===== src/rtl/mrte_ram.sv =====
module mrte_ram #(
	parameter int WIDTH = 8,
	parameter int DEPTH = 32,
	parameter int AW = $clog2(DEPTH)
) (
	input  logic             clk,
	input  logic             we,
	input  logic [AW-1:0]    waddr,
	input  logic [WIDTH-1:0] wdata,
	input  logic [AW-1:0]    raddr,
	output logic [WIDTH-1:0] rdata
);

	logic [WIDTH-1:0] mem_q [DEPTH];

	// One write port and one registered read port.
	always_ff @(posedge clk) begin
		if (we) begin
			mem_q[waddr] <= wdata;
		end
		rdata <= mem_q[raddr];
	end

endmodule


===== config.mk =====
export PLATFORM = sky130hd
export DESIGN_NAME = mrte_ram
export DESIGN_NICKNAME = d
export VERILOG_FILES = /design/src/rtl/mrte_ram.sv
export SDC_FILE = /design/constraint.sdc
export NUM_CORES = 1
export LEC_CHECK = 0
export ABC_AREA = 1
export BUFFER_PORTS_ARGS = -buffer_cell sky130_fd_sc_hd__buf_2
export CAP_MARGIN = 10
export CORE_MARGIN = 2
export CORE_UTILIZATION = 67
export CTS_CLUSTER_DIAMETER = 50
export DETAILED_ROUTE_END_ITERATION = 8
export PLACE_DENSITY = 0.89
export SLEW_MARGIN = 5
export SYNTH_ARGS = -nofsm -noshare
export SYNTH_HDL_FRONTEND = slang
export SYNTH_SLANG_ARGS = --single-unit

===== constraint.sdc =====
create_clock -name clk -period 2.35 [get_ports clk]
set_clock_uncertainty 0.15 [all_clocks]
set_input_delay 0.1175 -clock clk [delete_from_list [all_inputs] [get_ports clk]]
set_output_delay 0.1175 -clock clk [all_outputs]
set_load 0.005 [all_outputs]

======== Word-level counts from Yosys, hierarchy flattened ========
Memory sizes are Yosys's and may differ from the RTL's. A register that Yosys moved wholly into a read port is not among the register bits.
Cells that the tools add are included.
cells by class
  mux-type cells .......................... 2
operator list
  kind     number
  $mux W1  2
storage, ports and cells
  flip-flop bits (word level) ............. 0
  RAM bits ................................ 256
  logic and storage cells ................. 3
  memories ................................ 1
memories
  memory  depth  width  read ports  clocked after Yosys merged registers in  wr ports  line  source
  mem_q   32     8      1           1                                        1         14    logic [WIDTH-1:0] mem_q [DEPTH];

======== Logic depth before layout (Yosys ltp) ========
  depth in word-level cells ............... 2
  mapped depth ............................ 11
  mapped depth without buffers ............ 9

======== Worst setup path after synthesis ========
No wires, ideal clock.
  path type ............................... input to register
  from .................................... in waddr[0]
  to ...................................... mem mem_q[0][0], enable pin
  library setup time ...................... 0.370 ns
  data arrival time ....................... 0.781 ns
  path slack .............................. 1.048 ns
  cell stages on the path ................. 3
  cell sequence ........................... inv_1 > nand3_1 > nor2_1
RTL lines
  item                line  source
  start: declaration  8     input logic [AW-1:0] waddr,
  end: declaration    14
No word-level cell before the write port.

==> impl_metrics.json <==
{
  "crit_required_ps": 2610,
  "p_leak_nw": 4.45,
  "placedCellCount": 1140,
  "final_cells": 1191,
  "place_congestion": 0.861,
  "clk_pin_slew_ps": 60,
  "syn_nets": 942,
  "grt_pass1_wl_um": 38100,
  "grt_pass1_vias": 7080,
  "num_vias": 7227,
  "ctsResizeCount": 0,
  "die_x_um": 131,
  "clock_path_buffers": 3,
  "io_pins": 28,
  "synth_top_area_frac": 0.713,
  "path_cells": "dlygate4sd3_1 > buf_2 > inv_1 > nand2_1 > nand2_1 > nand2_1 > dlygate4sd3_1 > nand2_1",
  "synth.yosys.seq_area_share": 0.728,
  "fin_nets": 976,
  "synth_cells": 922,
  "hold_viol": 0,
  "die-area_um2": 17100,
  "n_antenna_cell": 0,
  "cts_htree_levels": 1,
  "cp-start-kind": "input pin",
  "hold_class": "in -> reg",
  "postSynth.asyncResetShare": 0,
  "synthTopCellsByArea": "edfxtp_1 71%, nand2_1 13%, nand3_1 9.5%",
  "yosysMostFrequentCell": "nand2_1",
  "synth-main-ff-cell": "edfxtp_1",
  "setup_tns_ps": 0,
  "cp_common_cell": "nand2_1",
  "rows": 46,
  "worstSetupPathType": "in -> reg",
  "grt-ovfl-total": 0,
  "start_util": 0.682,
  "rsz0062_at_grt": "no",
  "cts_made_buffers": 27,
  "first_pass_iters": 8,
  "clk_latency_ps": 520,
  "avgSynthCellArea_um2": 11.7,
  "yosysUniqueCellTypes": 12,
  "area_delta_synth_final_pct": 10.3,
  "slew_viol_final": 0,
  "gr-usage-all-layers": 0.302,
  "via_per_inst": 6.07,
  "maxCapViolations": 0,
  "coreArea_um2": 15800,
  "critPathMaxStageDelay_ps": 560,
  "synth_edf_count": 256,
  "cp.arrival_ps": 2220,
  "grt_max_degree": 129,
  "synth_seq_cells": 264,
  "tightestPinTransition_ps": 821,
  "end_kind": "flop",
  "p_per_area_nw_per_um2": 829,
  "clock.fmax_mhz": 508,
  "die_h_um": 131,
  "yosys_warnings": 0,
  "wl_per_cell_um": 20.5,
  "period_share": 0.837,
  "ant_nets": 0,
  "drtIter0Drc": 1061,
  "setup_violations": 0,
  "fin_util": 0.752,
  "port_buffers": 27,
  "status": "finished clean",
  "fill_cells": 933,
  "drcViolationCount": 0,
  "fin_hold_ws_ps": 39.9,
  "yosysTopAreaCell": "edfxtp_1",
  "cts_tree": "done",
  "synth_area_um2": 10800,
  "slew_headroom": 0.453,
  "ir_worst_vdd_v": 0.000684,
  "p_total_mw": 9.87,
  "drt_wl_total_um": 24400,
  "cp_max_fo": 17,
  "layout-drive-gt1-share": 0.0964,
  "worst_path_max_delay_cell": "dlygate4sd3_1",
  "dp_hpwl_um": 13500,
  "cts_num_sinks": 264,
  "cp_top_family": "buffers and inverters",
  "min_period_ps": 1970,
  "cts-root-buf": "clkbuf_16",
  "antenna_found_initial": 0,
  "synth_common_cells": "360 x nand2_1, 256 x edfxtp_1, 204 x nand3_1, 32 x nor2_1, 24 x buf_6",
  "cp_num_buf_inv": 4
}
==> sequential cells by signal (all words and copies together) (netlist names) <==
signal and cells:
mem_q 256, rdata 8
==> cells in the final DEF (no fill, tap or decap) <==
cell	count
buf_12	4
buf_2	26
buf_4	24
bufinv_16	1
clkbuf_1	8
clkbuf_16	27
clkbuf_8	2
clkinv_1	2
clkinv_2	3
clkinv_4	3
clkinvlp_4	2
dfxtp_1	8
dlygate4sd3_1	3
edfxtp_1	256
inv_1	8
inv_2	1
inv_6	1
nand2_1	360
nand3_1	204
nor2_1	32
==> metal layers <==
layer,global-route usage,part of all wire,up-vias
met1,0.411,0.38,3449
li1,-,-,3260
met4,0.129,0.030,0
met5,0,0,-
met3,0.0456,0.095,63
met2,0.498,0.50,455
==> kinds of logic after synthesis <==
kind of cell	after synthesis	synth area share
buffers and inverters	62	0.0414
flip-flops	264	0.728
AND/OR/NAND/NOR	596	0.231
==> final cells by class <==
class	instances	area [um^2]	share of cell area
clock inverters	11	97.6	0.00820
well taps	216	270	0.0227
inverters	10	38.8	0.00326
multi-input cells	596	2490	0.209
clock buffers	37	733	0.0616
repair buffers	57	420	0.0353
flip-flops and latches	264	7850	0.659
==> final timing paths <==
kind / start / endpoint / slack [ps] / cells past startpoint
worst max-delay path: raddr[3] / rdata[7] / 380 / 8
worst min-delay path: waddr[3] / mem_q[11][1] / 40 / 3
worst max register to register: mem_q[29][7] / rdata[7] / 420 / 9
worst min register to register: mem_q[26][1] / rdata[1] / 630 / 8
==> report_power, final <==
group          total (mW)  leakage (nW)  internal (mW)  switching (mW)
Sequential           5.25          2.37           5.23          0.0186
Combinational       0.621          1.67          0.167           0.455
Clock                4.00         0.399           2.30            1.70
==> tightest hold or removal path: stages <==
cell	delay, ps
buf_2	140
nand3_1	170
nor2_1	110
==> through the flow <==
step                      instance area, um^2  worst slack [ps]
after floorplan                         10800              1050
after global placement                  11000               609
after detailed placement                11000               535
after CTS                               11900               531
after global routing                    11900               254
final                                   11900               382
==> timing repair <==
action / CTS / global route
hold buffers: 3 / 0
endpoints found under the hold margin: 8 / 0
buffers inserted: 0 / 0
No activity file was read; power rests on OpenSTA's default activity.
