<file path="config.mk">
export PLATFORM = sky130hd
export DESIGN_NAME = mrte_div
export DESIGN_NICKNAME = d
export VERILOG_FILES = /design/src/rtl/mrte_div.sv
export SDC_FILE = /design/constraint.sdc
export NUM_CORES = 1
export LEC_CHECK = 0
export BUFFER_PORTS_ARGS = -buffer_cell sky130_fd_sc_hd__buf_2
export CAP_MARGIN = 10
export CORE_ASPECT_RATIO = 0.7
export CORE_MARGIN = 2
export CORE_UTILIZATION = 35
export DETAILED_ROUTE_END_ITERATION = 16
export GPL_TIMING_DRIVEN = 0
export HOLD_SLACK_MARGIN = 0.12
export PLACE_DENSITY = 0.56
export SYNTH_ARGS = -nofsm -noshare
export SYNTH_HDL_FRONTEND = slang
export SYNTH_SLANG_ARGS = --single-unit
</file>
<file path="constraint.sdc">
create_clock -name clk -period 2.5 [get_ports clk]
set_input_delay 0.5 -clock clk [delete_from_list [all_inputs] [get_ports clk]]
set_output_delay 0.5 -clock clk [all_outputs]
set_load 0.01 [all_outputs]
</file>
<file path="src/rtl/mrte_div.sv">
module mrte_div (
	input  logic        clk,
	input  logic        arst_n,
	input  logic        start,
	input  logic [15:0] num,
	input  logic [7:0]  den,
	output logic        done,
	output logic [15:0] quot
);

	logic [7:0]  rem_q;
	logic [15:0] quo_q;
	logic [7:0]  den_q;
	logic [4:0]  cnt_q;
	logic        busy_q;
	logic        done_q;
	logic [8:0]  trial;
	logic        ge;

	// One restoring step: shift in the next numerator bit and try a subtract.
	always_comb begin
		trial = {rem_q, quo_q[15]};
		ge = trial >= {1'b0, den_q};
	end

	always_ff @(posedge clk or negedge arst_n) begin
		if (!arst_n) begin
			busy_q <= 1'b0;
			done_q <= 1'b0;
			cnt_q <= 5'd0;
		end else begin
			done_q <= 1'b0;
			if (start) begin
				busy_q <= 1'b1;
				cnt_q <= 5'd0;
			end else if (busy_q) begin
				cnt_q <= cnt_q + 5'd1;
				if (cnt_q == 5'd15) begin
					busy_q <= 1'b0;
					done_q <= 1'b1;
				end
			end
		end
	end

	// Remainder and quotient shift register.
	always_ff @(posedge clk) begin
		if (start) begin
			rem_q <= 8'd0;
			quo_q <= num;
			den_q <= den;
		end else if (busy_q) begin
			rem_q <= ge ? 8'(trial - {1'b0, den_q}) : trial[7:0];
			quo_q <= {quo_q[14:0], ge};
		end
	end

	assign done = done_q;
	assign quot = quo_q;

endmodule

</file>
Word-level counts from Yosys, hierarchy flattened. Index checks and enable logic that the tools add are counted. Widths: inputs -> output; s select.

Bits in registers: 39. Bits of input ports: 27. Output and inout bits: 17. Word-level logic and storage cells: 22.

Add/subtract/negate cells: 2. Order comparisons: 1. Equality and inequality tests: 1. Multiplexer cells: 11. Reductions and logical operators: 1.

Operators by type and width (number): $mux 16 (2); $mux 5 (2); $ge 9x8->1 (1); $mux 8 (1); $sub 8x8->8 (1); $mux 1 (6); $add 5x1->5 const B (1); $eq 5x4->1 const B (1); $reduce_bool 2->1 (1).

Logic depth before layout (Yosys ltp).
Depth in word-level cells: 4. Gate-level depth with buffers: 10. Depth with buffers taken out: 8.

Worst setup path before layout. Ideal clock, no wire load.

Path type: reg-to-reg. Start point: reg den_q[6]. End point: reg quo_q[0] (netlist: quot[0]), data pin. Setup time: 0.260 ns. Arrival time: 1.988 ns. Required time: 2.240 ns. Path slack: 0.252 ns. Cell stages (with the launch flop): 9. Path buffers: 2. Period minus slack after synthesis: 2.248 ns. Cells stage by stage: edfxtp_1 -> inv_1 -> ha_1 -> a2111o_1 -> o211a_1 -> buf_6 -> or2_1 -> buf_6 -> mux2_2.

Cells in the longest elaborated chain, start to end: 3.

Ends and longest elaborated chain: from (decl) (line 13) `logic [7:0] den_q;`; from (signal assigned) (line 51) `den_q <= den;`; $ge 9x8->1 (line 23) `ge = trial >= {1'b0, den_q};`; $mux 16 (line 52) `end else if (busy_q) begin`; $mux 16 (line 48) `if (start) begin`; to (signal assigned) (line 50) `quo_q <= num;`; to (signal assigned) (line 54) `quo_q <= {quo_q[14:0], ge};`; to (decl) (line 12) `logic [15:0] quo_q;`.

No other way between the ends. The select of a mux whose other input is x is not followed. A chain may end at the register's enable or synchronous reset.

Worst setup path after layout. Same ends and word-level chain as after synthesis.

==> run summary <==
The run finished with clean final reports. The post-detailed-route wirelength per cell is 14.1 um. For hold timing, the worst endpoint is den_q[5].

The number of cells on the worst reg-to-reg path came out at 8. Of the synthesized area, sequential elements account for 0.508. The first global-routing pass estimated 6940 um of wire. The number of nets handed over by synthesis was between 200 and 250. The number of buffers and inverters on the critical path is 3. Setup repair after global routing left no endpoint under its margin.

At the end of routability-driven placement, the weighted congestion stood at 0.763. In the final layout, the share of cells above drive strength 1 is 0.332. The standard-cell row count is 23.

The depth of the critical timing path with buffers and inverters included is 8. STA classifies the critical path endpoint as a flip-flop. The count of antenna-violating nets left after detailed routing came out at 0. The via count of the first global-routing pass came out at 1,424.

Averaged over all synthesized cells, the footprint is 11.6 sq um. The hold violation count in the final report was 0. For this run, the top clock speed supported by timing is about 420 MHz. The number of search-and-repair iterations in the first detailed-routing pass is 4.

Across the run, the number of max-cap violations was 0. Along the worst path, the maximum fanout reaches 10. The critical register-to-register path endpoint is quot[0].

The worst hold path begins at den[5]. From left edge to right edge, the die measures roughly 96 um. The number of enable flip-flop cells after synthesis came out at 24. The worst setup path is launched from a flip-flop. TritonCTS built the clock tree. The net count of the finished layout is 269. The final cycle utilization of the critical path came out at 0.953.

In the routed layout, each cell is associated on average with a via count of just under 5. The worst setup slack after layout is about 0.12 ns. Wires add up to 4330 um. The count of buffers added by post-CTS timing repair for setup came out at 0.

In this run, synthesis produced a sequential element count of 39. The initial antenna violation count is 0. The cell leakage power is roughly 0.0011 uW.

The count of pins on the block boundary came out at 44. The cell sitting at the root of the clock tree is a sky130_fd_sc_hd__clkbuf_8. The worst setup path is of the flip-flop to flip-flop kind. For this run, the total global-route usage over all layers was measured as 0.144. The maximum number of pins on one net before global-route repair came out at 17. The area of the core region is roughly 5700 sq um.

The power density over the cells is around 860 nW/um^2. The count of clock tree sinks came out at 39. The H-tree depth came out at 2. Summed over all failing endpoints, the final setup total negative slack is 0 ns. The clock tree buffer depth came out at 2. The worst hold path cell count is 1. The data arrival at the endpoint of the critical path is ~2.4 ns. At the placement stage, the worst setup path has a slack of between 0.1 and 0.15 ns. The synthesized netlist contains 43 unique library cells. The worst hold path class is input port to flip-flop. The highest-delay cell along the critical path is sky130_fd_sc_hd__a2111o_1. The slack of the worst reg-to-reg path is roughly 0.12 ns.

In this design, the critical path's most frequently occurring cell is sky130_fd_sc_hd__buf_6. The share of flip-flops with an asynchronous set or reset after synthesis is 0.179. The total standard cell area after synthesis is slightly above 2000 sq um. The detailed-route via count came out at between 1,000 and 1,500. The Yosys step of the flow raised 0 warnings.

Measured against its own limit, the worst slew margin works out to 0.572. For this run, the leading register cell type out of synthesis is sky130_fd_sc_hd__edfxtp_1. The total overflow reported by the global router came out at 0.

The final-report max-slew violation count came out at 0. The actual transition at the worst max-transition pin came out at between 0.6 and 0.7 ns. The setup violation total in the final timing report is 0.

The startpoint identified for the worst register-to-register timing path is den_q[6]. The overall power of the completed layout is around 2100 uW. The count of non-filler cells in the finished layout came out at 307.

Counting tap cells, the placed design contains a total of between 200 and 300 instances. The shortest period the worst path allows came out at approximately 2.4 ns. In this design, the largest share of critical-path delay is due to compound AO/OA/AOI/OAI gates.

The repair_antennas step left the layout with diodes totalling 0. The number of buffer cells added on primary ports is 43. Compared with the post-synthesis result, the final layout area differs by 20.6%. The violation count after the first detailed-route iteration is 67.

The HPWL after detailed placement came out at 3160 um. The clock-pin slew on the worst setup and hold paths came out at roughly 0.080 ns. Across the VDD grid, the largest voltage drop is between 0.0004 and 0.0005 V. At the worst endpoint, the required time is 2.55 ns. Counting the buffers created by CTS gives 5. The initial core utilization came out at 0.363. The die is 68.5 um tall. The longest individual stage delay on the worst path is between 0.4 and 0.5 ns.

The DRC violation count after routing is 0. At the later pin of the worst-skew pair, clock insertion delay measures 0.29 ns. The floorplan die area is ~6600 sq um. Clock skew on the completed layout was measured at 0.00567 ns. The number of instances in the synthesized netlist came out at between 150 and 200. The signal on the critical path passes through inv_1 > ha_1 > a2111o_1 > o211a_1 > buf_6 > or2_1 > buf_6 > mux2_2.
[flip-flops by register name, summed over array words and instances, names as in the netlist]
signal  count
quot       16
den_q       8
rem_q       8
cnt_q       5
busy_q      1
done        1
[final cells by class]
| class | instances | area (sq um) |
|---|---|---|
| fillers | 552 | 3220 |
| flip-flops and latches | 39 | 1060 |
| repair buffers | 44 | 225 |
| well taps | 75 | 93.8 |
| plain buffers | 8 | 45.0 |
| clock inverters | 3 | 38.8 |
| multi-input cells | 119 | 927 |
| clock buffers | 5 | 68.8 |
| inverters | 14 | 52.6 |
[layer usage]
metal,track usage,vias to the layer above,routed length [um]
met2,0.190,29,1720
met1,0.219,702,2330
met3,0.0424,6,214
li1,-,757,-
met5,0,-,0
met4,0.0536,0,59
[Yosys cell counts (all sizes together), types with 2 or more instances]
library cell / count / area share
inv: 14 / 0.025
nand2b: 5 / 0.015
clkbuf: 5 / 0.0090
a211oi: 2 / 0.0072
o211ai: 2 / 0.0072
xnor2: 3 / 0.013
nand2: 13 / 0.023
xor2: 3 / 0.013
buf: 3 / 0.013
dfxtp: 8 / 0.077
ha: 10 / 0.060
nor4b: 4 / 0.017
dfrtp: 7 / 0.084
o21bai: 4 / 0.014
a211o: 2 / 0.0090
mux2: 16 / 0.087
mux2i: 3 / 0.014
a311oi: 4 / 0.029
edfxtp: 24 / 0.35
or3: 2 / 0.0066
nor2: 16 / 0.029
a21oi: 6 / 0.014
o21ai: 7 / 0.017
[power breakdown]
part,internal (uW),switching (uW)
clock,293,234
sequential,790,67.5
combinational,361,400
total,1440,701
[logic make-up (layout without fill, tap and decap cells)]
kind of cell	count (synthesis)	after routing	synth area share
simple gates	48	48	0.114
flops	39	39	0.508
compound gates	35	35	0.135
buf+inv	22	74	0.0469
mux	19	19	0.101
fa+ha+maj	11	11	0.0698
xor+xnor	6	6	0.0253
[worst max-delay path by stage]
stage,startpoint,end,slack [ns]
after floorplan,den_q[6],quot[0],0.25
after global routing,den_q[6],quot[0],0.02
after global placement,start,quot[5],0.12
after CTS,den_q[6],quot[0],0.12
final,den_q[6],quot[0],0.12
after detailed placement,den_q[6],quot[0],0.12
[layout by cell type, fill, tap and decap left out, drive strengths merged, types with 2 or more instances in the layout]
cell type	count
a311oi	4
or3	2
ha	10
buf	46
dfrtp	7
xnor2	3
xor2	3
o21ai	7
a21oi	6
mux2i	3
edfxtp	24
o211ai	2
dfxtp	8
inv	14
mux2	16
a211o	2
a211oi	2
clkbuf	10
nor4b	4
nor2	16
clkinv	2
nand2	13
nand2b	5
o21bai	4
[through the flow]
stage / cell area (sq um) / hold WS, ns / utilization
floorplan: 2080 / 0.204 / -
global placement: 2390 / 0.344 / 0.417
detailed placement: 2390 / 0.344 / 0.417
CTS: 2510 / 0.368 / 0.438
global route: 2510 / 0.368 / 0.438
finish: 2510 / 0.376 / 0.438
[repair_timing]
| item | CTS | global route |
|---|---|---|
| gates resized for setup | 0 | 1 |
| hold buffers | 1 | 0 |
| endpoints found under the hold margin | 7 | 0 |
| setup endpoints to repair | 0 | 1 |
No activity file was read; power rests on OpenSTA's default activity.
